$ cat config.mk
export PLATFORM = sky130hd
export DESIGN_NAME = texture_swizzle_address_flat
export DESIGN_NICKNAME = d
export VERILOG_FILES = /design/src/sv/tsa_pkg.sv /design/src/sv/tsa_coord_if.sv /design/src/sv/tsa_offset_if.sv /design/src/sv/texture_swizzle_address.sv /design/src/flat_wrapper.sv
export VERILOG_INCLUDE_DIRS = /design/src /design/src/sv
export SDC_FILE = /design/constraint.sdc
export NUM_CORES = 2
export LEC_CHECK = 0
export BUFFER_PORTS_ARGS = -buffer_cell sky130_fd_sc_hd__buf_2
export CAP_MARGIN = 0
export CORE_MARGIN = 3
export CORE_UTILIZATION = 44
export CTS_CLUSTER_DIAMETER = 120
export DETAILED_ROUTE_END_ITERATION = 12
export REMOVE_ABC_BUFFERS = 1
export SETUP_SLACK_MARGIN = 0.1
export SLEW_MARGIN = 20
export SYNTH_ARGS = -nofsm -noshare
export SYNTH_HDL_FRONTEND = slang
export SYNTH_SLANG_ARGS = --single-unit
export TNS_END_PERCENT = 50
$ cat constraint.sdc
create_clock -name clk -period 5.6 [get_ports clk]
set_input_delay 1.12 -clock clk [delete_from_list [all_inputs] [get_ports clk]]
set_output_delay 1.12 -clock clk [all_outputs]
set_load 0.02 [all_outputs]
$ cat src/sv/texture_swizzle_address_defines.svh
// ---------------------------------------------------------------------------
// Assertion macros for the texture swizzle address generator
// Each macro expects clk and arst_n in the scope where it is used.
// ---------------------------------------------------------------------------
`ifndef TEXTURE_SWIZZLE_ADDRESS_DEFINES_SVH
`define TEXTURE_SWIZZLE_ADDRESS_DEFINES_SVH

// Same-cycle implication, disabled while reset is asserted
`define TSA_ASSERT_SAME(label, ante, cons, msg) \
	label: assert property (@(posedge clk) disable iff (!arst_n) (ante) |-> (cons)) \
		else $error(msg);

// Next-cycle implication, disabled while reset is asserted
`define TSA_ASSERT_NEXT(label, ante, cons, msg) \
	label: assert property (@(posedge clk) disable iff (!arst_n) (ante) |=> (cons)) \
		else $error(msg);

`endif

$ cat src/sv/tsa_pkg.sv
// ---------------------------------------------------------------------------
// tsa_pkg
// Shared widths, register indexes and helper functions of the texture
// swizzle address generator.
// ---------------------------------------------------------------------------
package tsa_pkg;

	// Field widths
	localparam int unsigned COORD_X_W  = 12;
	localparam int unsigned COORD_Y_W  = 12;
	localparam int unsigned COORD_Z_W  = 9;
	localparam int unsigned LIN_W      = 41;
	localparam int unsigned SWZ_W      = 37;

	// Configuration register widths
	localparam int unsigned SIZE_XY_W  = 13;
	localparam int unsigned SIZE_Z_W   = 10;
	localparam int unsigned PIX_W      = 5;
	localparam int unsigned ROW_W      = 16;
	localparam int unsigned SLICE_W    = 32;
	localparam int unsigned CFG_DATA_W = 32;
	localparam int unsigned CFG_IDX_W  = 3;

	// Axis bit count fits 0..16
	localparam int unsigned CNT_W      = 5;
	localparam logic [PIX_W-1:0] PIX_MAX = PIX_W'(16);

	typedef enum logic [CFG_IDX_W-1:0] {
		REG_TEX_WIDTH    = 3'd0,
		REG_TEX_HEIGHT   = 3'd1,
		REG_TEX_DEPTH    = 3'd2,
		REG_PIXEL_BYTES  = 3'd3,
		REG_ROW_STRIDE   = 3'd4,
		REG_SLICE_STRIDE = 3'd5
	} reg_index_t;

	// Bits needed to address size entries, saturated at cap
	function automatic logic [CNT_W-1:0] axis_bits(input logic [SIZE_XY_W-1:0] size,
			input int cap);
		logic [SIZE_XY_W-1:0] m;
		int n;
		m = size - SIZE_XY_W'(1);
		n = 0;
		if (size > SIZE_XY_W'(1)) begin
			for (int i = 0; i < SIZE_XY_W; i++) begin
				if (m[i]) n = i + 1;
			end
		end
		if (n > cap) n = cap;
		return CNT_W'(n);
	endfunction

	function automatic int imin(input int a, input int b);
		return (a < b) ? a : b;
	endfunction

endpackage

$ cat src/sv/tsa_coord_if.sv
// ---------------------------------------------------------------------------
// tsa_coord_if
// Pixel coordinate channel: valid/ready with one coordinate per beat.
// ---------------------------------------------------------------------------
interface tsa_coord_if import tsa_pkg::*; ();
	logic                 valid;
	logic                 ready;
	logic [COORD_X_W-1:0] coord_x;
	logic [COORD_Y_W-1:0] coord_y;
	logic [COORD_Z_W-1:0] coord_z;

	modport source (output valid, output coord_x, output coord_y, output coord_z,
		input ready);
	modport sink (input valid, input coord_x, input coord_y, input coord_z,
		output ready);
endinterface

$ cat src/sv/tsa_offset_if.sv
// ---------------------------------------------------------------------------
// tsa_offset_if
// Address result channel: valid/ready with both byte offsets per beat.
// ---------------------------------------------------------------------------
interface tsa_offset_if import tsa_pkg::*; ();
	logic             valid;
	logic             ready;
	logic [LIN_W-1:0] linear_offset;
	logic [SWZ_W-1:0] swizzled_offset;
	logic             in_range;

	modport source (output valid, output linear_offset, output swizzled_offset,
		output in_range, input ready);
	modport sink (input valid, input linear_offset, input swizzled_offset,
		input in_range, output ready);
endinterface

$ cat src/sv/texture_swizzle_address.sv
// ---------------------------------------------------------------------------
// texture_swizzle_address
// Turns a 3-D pixel coordinate into its pitched linear byte offset and its
// Morton-interleaved byte offset, with an in-range flag.
// ---------------------------------------------------------------------------
// Usage:
//   coord  : sink channel, one pixel coordinate per beat.
//   offset : source channel, one result beat per coordinate, in order.
//   wr_en / wr_index / wr_data : register writes, taken on any clock with
//   wr_en high; write only while the pipeline is empty.
// An accepted coordinate passes through stages 1, 2 and 3 to its result on
// offset. Throughput is one beat per cycle while offset is not stalled:
// stage 1 scatters the coordinate bits into the interleaved index, stage 2
// holds the four products, stage 3 the final sum and is the output register.
// Each stage keeps its own valid bit and advances whenever the stage after
// it is empty or moving, so bubbles close up while the receiver stalls and
// a stalled result holds steady on offset. coord.ready drops only when all
// three stages are full and offset is stalled.
// Reset empties the pipeline and loads sizes of 1, 4 bytes per pixel and
// zero strides.
// ---------------------------------------------------------------------------
`include "texture_swizzle_address_defines.svh"

module texture_swizzle_address import tsa_pkg::*; #(
	parameter int WIDTH_BITS  = 12,
	parameter int HEIGHT_BITS = 12,
	parameter int DEPTH_BITS  = 9
) (
	input  logic                  clk,
	input  logic                  arst_n,
	input  logic                  wr_en,
	input  logic [CFG_IDX_W-1:0]  wr_index,
	input  logic [CFG_DATA_W-1:0] wr_data,
	tsa_coord_if.sink             coord,
	tsa_offset_if.source          offset
);

	localparam int IDX_W  = WIDTH_BITS + HEIGHT_BITS + DEPTH_BITS;
	localparam int XE_W   = (WIDTH_BITS > COORD_X_W) ? WIDTH_BITS : COORD_X_W;
	localparam int YE_W   = (HEIGHT_BITS > COORD_Y_W) ? HEIGHT_BITS : COORD_Y_W;
	localparam int ZE_W   = (DEPTH_BITS > COORD_Z_W) ? DEPTH_BITS : COORD_Z_W;
	localparam int PROD_W = IDX_W + PIX_W;
	localparam int SP_W   = (PROD_W > SWZ_W) ? PROD_W : SWZ_W;
	localparam int LZ_W   = COORD_Z_W + SLICE_W;
	localparam int LY_W   = COORD_Y_W + ROW_W;
	localparam int LX_W   = COORD_X_W + PIX_W;

	// Configuration registers
	logic [SIZE_XY_W-1:0] tex_width_q, tex_height_q;
	logic [SIZE_Z_W-1:0]  tex_depth_q;
	logic [PIX_W-1:0]     pixel_bytes_q;
	logic [ROW_W-1:0]     row_stride_q;
	logic [SLICE_W-1:0]   slice_stride_q;
	logic [CNT_W-1:0]     nx_q, ny_q, nz_q;

	// Pipeline registers
	logic                 v_s1, v_s2, v_s3;
	logic [COORD_X_W-1:0] x_s1;
	logic [COORD_Y_W-1:0] y_s1;
	logic [COORD_Z_W-1:0] z_s1;
	logic [IDX_W-1:0]     idx_s1;
	logic [PIX_W-1:0]     bpp_s1;
	logic                 inr_s1, inr_s2, inr_s3;
	logic [LZ_W-1:0]      lz_s2;
	logic [LY_W-1:0]      ly_s2;
	logic [LX_W-1:0]      lx_s2;
	logic [SWZ_W-1:0]     swz_s2, swz_s3;
	logic [LIN_W-1:0]     lin_s3;

	logic                 rdy_s1, rdy_s2, rdy_s3;
	logic [IDX_W-1:0]     idx_d;
	logic [XE_W-1:0]      xe;
	logic [YE_W-1:0]      ye;
	logic [ZE_W-1:0]      ze;
	logic                 inr_d;
	logic [PIX_W-1:0]     bpp_d;
	logic [SP_W-1:0]      swz_prod;

	// Register writes; re-derive the axis bit counts with each size
	always_ff @(posedge clk or negedge arst_n) begin
		if (!arst_n) begin
			tex_width_q    <= SIZE_XY_W'(1);
			tex_height_q   <= SIZE_XY_W'(1);
			tex_depth_q    <= SIZE_Z_W'(1);
			pixel_bytes_q  <= PIX_W'(4);
			row_stride_q   <= '0;
			slice_stride_q <= '0;
			nx_q           <= '0;
			ny_q           <= '0;
			nz_q           <= '0;
		end else if (wr_en) begin
			case (wr_index)
				REG_TEX_WIDTH: begin
					tex_width_q <= wr_data[SIZE_XY_W-1:0];
					nx_q        <= axis_bits(wr_data[SIZE_XY_W-1:0], WIDTH_BITS);
				end
				REG_TEX_HEIGHT: begin
					tex_height_q <= wr_data[SIZE_XY_W-1:0];
					ny_q         <= axis_bits(wr_data[SIZE_XY_W-1:0], HEIGHT_BITS);
				end
				REG_TEX_DEPTH: begin
					tex_depth_q <= wr_data[SIZE_Z_W-1:0];
					nz_q        <= axis_bits(SIZE_XY_W'(wr_data[SIZE_Z_W-1:0]), DEPTH_BITS);
				end
				REG_PIXEL_BYTES:  pixel_bytes_q  <= wr_data[PIX_W-1:0];
				REG_ROW_STRIDE:   row_stride_q   <= wr_data[ROW_W-1:0];
				REG_SLICE_STRIDE: slice_stride_q <= wr_data[SLICE_W-1:0];
				default: ;
			endcase
		end
	end

	// Stage handshake: a stage takes new data when empty or when it moves on
	assign rdy_s3      = !v_s3 || offset.ready;
	assign rdy_s2      = !v_s2 || rdy_s3;
	assign rdy_s1      = !v_s1 || rdy_s2;
	assign coord.ready = rdy_s1;

	// Scatter coordinate bits round-robin x, y, z into the interleaved index
	always_comb begin
		xe    = XE_W'(coord.coord_x);
		ye    = YE_W'(coord.coord_y);
		ze    = ZE_W'(coord.coord_z);
		idx_d = '0;
		for (int k = 0; k < WIDTH_BITS; k++) begin
			if (k < int'(nx_q))
				idx_d = idx_d | (IDX_W'(xe[k])
					<< (k + imin(k, int'(ny_q)) + imin(k, int'(nz_q))));
		end
		for (int k = 0; k < HEIGHT_BITS; k++) begin
			if (k < int'(ny_q))
				idx_d = idx_d | (IDX_W'(ye[k])
					<< (imin(k + 1, int'(nx_q)) + k + imin(k, int'(nz_q))));
		end
		for (int k = 0; k < DEPTH_BITS; k++) begin
			if (k < int'(nz_q))
				idx_d = idx_d | (IDX_W'(ze[k])
					<< (imin(k + 1, int'(nx_q)) + imin(k + 1, int'(ny_q)) + k));
		end
	end

	// Range check and saturated pixel size
	assign inr_d = (SIZE_XY_W'(coord.coord_x) < tex_width_q)
		&& (SIZE_XY_W'(coord.coord_y) < tex_height_q)
		&& (SIZE_Z_W'(coord.coord_z) < tex_depth_q);
	assign bpp_d = (pixel_bytes_q > PIX_MAX) ? PIX_MAX : pixel_bytes_q;

	assign swz_prod = SP_W'(idx_s1) * SP_W'(bpp_s1);

	// Valid bits
	always_ff @(posedge clk or negedge arst_n) begin
		if (!arst_n) begin
			v_s1 <= 1'b0;
			v_s2 <= 1'b0;
			v_s3 <= 1'b0;
		end else begin
			if (rdy_s1) v_s1 <= coord.valid;
			if (rdy_s2) v_s2 <= v_s1;
			if (rdy_s3) v_s3 <= v_s2;
		end
	end

	// Stage 1: capture coordinate, interleaved index and flag
	always_ff @(posedge clk) begin
		if (rdy_s1 && coord.valid) begin
			x_s1   <= coord.coord_x;
			y_s1   <= coord.coord_y;
			z_s1   <= coord.coord_z;
			idx_s1 <= idx_d;
			bpp_s1 <= bpp_d;
			inr_s1 <= inr_d;
		end
	end

	// Stage 2: one product per term
	always_ff @(posedge clk) begin
		if (rdy_s2 && v_s1) begin
			lz_s2  <= LZ_W'(z_s1) * LZ_W'(slice_stride_q);
			ly_s2  <= LY_W'(y_s1) * LY_W'(row_stride_q);
			lx_s2  <= LX_W'(x_s1) * LX_W'(bpp_s1);
			swz_s2 <= swz_prod[SWZ_W-1:0];
			inr_s2 <= inr_s1;
		end
	end

	// Stage 3: add the linear terms, wrap at the field width
	always_ff @(posedge clk) begin
		if (rdy_s3 && v_s2) begin
			lin_s3 <= LIN_W'(lz_s2) + LIN_W'(ly_s2) + LIN_W'(lx_s2);
			swz_s3 <= swz_s2;
			inr_s3 <= inr_s2;
		end
	end

	assign offset.valid           = v_s3;
	assign offset.linear_offset   = lin_s3;
	assign offset.swizzled_offset = swz_s3;
	assign offset.in_range        = inr_s3;

	// Checks
	`TSA_ASSERT_NEXT(a_s1_hold, v_s1 && !rdy_s2, v_s1 && $stable(idx_s1),
		"stage 1 lost or changed its beat during a stall")
	`TSA_ASSERT_NEXT(a_s2_move, v_s2 && rdy_s3, v_s3,
		"stage 2 beat did not reach the output register")
	`TSA_ASSERT_SAME(a_in_ready, !v_s3 || !v_s2 || !v_s1, coord.ready,
		"input stalled while the pipeline had a free stage")

endmodule
$ cat src/flat_wrapper.sv
// flat-port wrapper written by rule: the top's interface ports become plain ports
module texture_swizzle_address_flat import tsa_pkg::*;
#(
	parameter int WIDTH_BITS  = 12,
	parameter int HEIGHT_BITS = 12,
	parameter int DEPTH_BITS  = 9
)
  (clk, arst_n, wr_en, wr_index, wr_data, coord_valid, coord_coord_x, coord_coord_y, coord_coord_z, coord_ready, offset_valid, offset_linear_offset, offset_swizzled_offset, offset_in_range, offset_ready);
  tsa_coord_if coord_i ();
  tsa_offset_if offset_i ();
  input  logic clk;
  input  logic arst_n;
  input  logic wr_en;
  input  logic [CFG_IDX_W-1:0] wr_index;
  input  logic [CFG_DATA_W-1:0] wr_data;
  input wire logic [$bits(coord_i.valid)-1:0] coord_valid;
  input wire logic [$bits(coord_i.coord_x)-1:0] coord_coord_x;
  input wire logic [$bits(coord_i.coord_y)-1:0] coord_coord_y;
  input wire logic [$bits(coord_i.coord_z)-1:0] coord_coord_z;
  output wire logic [$bits(coord_i.ready)-1:0] coord_ready;
  output wire logic [$bits(offset_i.valid)-1:0] offset_valid;
  output wire logic [$bits(offset_i.linear_offset)-1:0] offset_linear_offset;
  output wire logic [$bits(offset_i.swizzled_offset)-1:0] offset_swizzled_offset;
  output wire logic [$bits(offset_i.in_range)-1:0] offset_in_range;
  input wire logic [$bits(offset_i.ready)-1:0] offset_ready;
  assign coord_i.valid = coord_valid;
  assign coord_i.coord_x = coord_coord_x;
  assign coord_i.coord_y = coord_coord_y;
  assign coord_i.coord_z = coord_coord_z;
  assign coord_ready = coord_i.ready;
  assign offset_valid = offset_i.valid;
  assign offset_linear_offset = offset_i.linear_offset;
  assign offset_swizzled_offset = offset_i.swizzled_offset;
  assign offset_in_range = offset_i.in_range;
  assign offset_i.ready = offset_ready;
  texture_swizzle_address #(.WIDTH_BITS(WIDTH_BITS), .HEIGHT_BITS(HEIGHT_BITS), .DEPTH_BITS(DEPTH_BITS)) u_core (.clk(clk), .arst_n(arst_n), .wr_en(wr_en), .wr_index(wr_index), .wr_data(wr_data), .coord(coord_i), .offset(offset_i));
endmodule
==> run metrics <==
outcome finished clean; setup TNS 0 ns; RSZ-0062 raised after global routing yes; Final Setup Violations 0; CP required ~6 ns; top sig layer met5; DR WL met2 103 mm; Area contributors post-synth fa_1 20%, edfxtp_1 16%, ha_1 11%; Core ar. about 110,000 um^2; CTS H-Tree Depth 2; clk buf depth 3; slew margin rel. 2.53%; Static Leak 27.3 nW; Die Wd between 300 and 400 um; Netlist Area Pre-Place about 51,000 um^2; gate count of the mapped netlist slightly below 6,000; min Tclk post-route ~5.6 ns; # rows 124; Clk Latency, worst-skew pair about 0.66 ns; most common cell in the netlist nand2_1; M1 wire length approximately 100 mm; via count roughly 50,000; PwrDens roughly 790 nW/um^2; Post-synth top flop edfxtp_1; Initial Util between 40% and 50%; R2R setup slack around 0.012 ns; Seq/Total Area, Yosys around a fifth; Layout Skew 0.0734 ns; vias in the first global route between 40,000 and 50,000; initial antenna violation count 33; placed instance count around 8,000; chip height ~350 um; Num CTS Buffers 45; layout net count 7,477; Syn. warnings 0; Tcrit/Tclk final between 90% and 100%; CP Max Fanout 4; Cell variety after synth 95; post-synth top area cell fa_1; Layout area overhead 17.1%; mean post-synth cell area ~8.8 um^2; fraction of layout cells with a size suffix above 1 between 15 and 20%; Power, Total 0.0470 W; Crit Path Class flip-flop to flip-flop; fmax roughly 180 MHz; Place WS -0.170 ns; vias per cell between 6 and 7; largest net degree at the start of global routing 80; Register Area 10,900 um^2; CTS tree yes; crit path from u_core.y_s1[7]; root buf cell clkbuf_16; Startpoint Class flip-flop; DP HPWL between 200 and 250 mm; max-slew violations 0; met3 wire length ~25 mm; Worst Tran Pin Value 1.45 ns; cells on worst reg2reg path 18; GR Overflow Total 0; drt first pass iters 6; worst min path class primary input to asynchronous set/reset pin; Post-Layout Cell Count between 8,000 and 9,000; Clock Pin Slew Worst Setup and Hold Paths approximately 0.07 ns; Routed WL 244 mm; area of the multi-input gates 37,800 um^2; Critical Path End Type flip-flop; global-route wire length before repair around 350 mm; Hold WS approximately 0.39 ns; Peak VDD IR roughly 1200 uV; WP data arrival approximately 6.0 ns; DRC viols 0; total track usage between 30% and 40%; Commonest cells post-synth 839 x nand2_1, 604 x inv_1, 522 x fa_1; number of synthesized flops with an enable pin 275; worst r2r src u_core.y_s1[7]; reg-to-reg endpoint u_core.ly_s2[24]; Die ar. approximately 120,000 um^2; CTS Sinks between 300 and 400; max_cap viols 0; drt initial violations roughly 5,500; wire per inst ~30 um; Fin. Hold Viols 0; Port Buffer Count 153; ys async rst share a little over a quarter; #FFs+latches synth ~380; top cell type's share of synthesized area between 20% and 30%; DRT antenna net count 0; Final GP Congestion about 1.2; FILL cells approximately 11,000; I/O pins 154; Final WS setup 0.0122 ns
[cell usage in the layout, fill, tap and decap left out, types with 42 or more instances in the layout]
master	n
fa_1	508
o21ai_0	170
dfrtp_1	92
and2_1	294
o211ai_1	45
inv_1	597
a22oi_1	42
ha_1	428
a21o_1	109
xnor2_1	150
nand2b_1	100
buf_2	152
nor2b_1	88
edfxtp_1	275
nand2_1	834
xor2_1	85
buf_4	537
nand4_1	65
a21oi_1	226
mux2_2	52
conb_1	67
nor2_1	355
nand3_1	126
o22ai_1	163
nor3_1	106
clkbuf_16	46
a211oi_1	44
[what timing repair did]
action / 4_1_cts / 5_1_grt
pin swaps: 25 / 62
setup buffers: 9 / 17
gates cloned: 0 / 0
gates resized for setup: 27 / 81
endpoints found under the setup margin: 6 / 28
hold buffers: 0 / 0
[worst max path at each step]
stage / end / slack, ns / cells after the start
after floorplan: u_core.ly_s2[26] / 0.07 / 17
after global placement: u_core.ly_s2[24] / -0.01 / 18
after detailed placement: u_core.ly_s2[26] / -0.17 / 16
after CTS: u_core.ly_s2[25] / 0.10 / 21
after global routing: u_core.ly_s2[24] / -0.07 / 18
final: u_core.ly_s2[24] / 0.01 / 18
[kinds of logic (layout without fill, tap and decap cells)]
group	count (synthesis)	count (layout)	synth area share, %
buffers and inverters	816	1414	6.03
flip-flops	379	379	21.3
AO/OA/AOI/OAI	1133	1133	14.9
other	2	82	0.0147
multiplexers	60	60	1.31
XOR/XNOR	236	236	4.06
AND/OR/NAND/NOR	2234	2234	21.2
adder cells (fa/ha/maj)	959	959	31.2
[state kept, by name, indices dropped and copies added, names as in the netlist, 5 cells and up]
register,flops
u_core.row_stride_q,16
u_core.ly_s2,28
u_core.tex_height_q,13
u_core.x_s1,12
u_core.offset.linear_offset,41
u_core.swz_s2,37
u_core.tex_depth_q,10
u_core.offset.swizzled_offset,37
u_core.tex_width_q,13
u_core.pixel_bytes_q,5
u_core.bpp_s1,5
u_core.slice_stride_q,32
u_core.idx_s1,33
u_core.z_s1,9
u_core.lz_s2,41
u_core.y_s1,12
u_core.lx_s2,17
[report_power, final]
group          leakage, nW  total, W  switching [W]  internal (W)
Sequential            3.91   0.00656       0.000963       0.00560
Clock                0.763   0.00322        0.00134       0.00189
Combinational         22.6    0.0372         0.0212        0.0161
Total                 27.3    0.0470         0.0235        0.0235
[critical path: stages (launching register included)]
cell and delay (ns):
edfxtp_1 0.50, buf_6 0.17, and2_4 0.12, fa_1 0.50, fa_1 0.45, fa_1 0.54
fa_1 0.54, fa_1 0.42, ha_1 0.32, a21o_1 0.18, a21o_1 0.15, a21o_1 0.16
and4_1 0.20, o31a_1 0.29, a311oi_2 0.28, buf_4 0.20, o21ai_4 0.07, buf_6 0.13
xor2_1 0.13
[per-layer routing]
metal  track usage [%]  vias up
met5                 0        -
met4              21.5       16
met3              9.27      625
met2              59.1     2800
met1              54.2    24778
li1                  -    21361
[metrics by stage]
step / util, % / instance area (um^2)
final: 52.1 / 59800
after global routing: 52.1 / 59800
after CTS: 51.7 / 59400
after detailed placement: 50.2 / 57600
after global placement: 50.2 / 57600
after floorplan: - / 50500
[final cells by class]
class,count,area share (%)
clock buffers,57,2.04
well taps,1512,3.16
clock inverters,27,0.607
inverters,607,3.81
repair buffers,723,8.95
multi-input cells,4689,63.2
diodes,15,0.0628
flip-flops and latches,379,18.2
No activity file was read; power rests on OpenSTA's default activity.
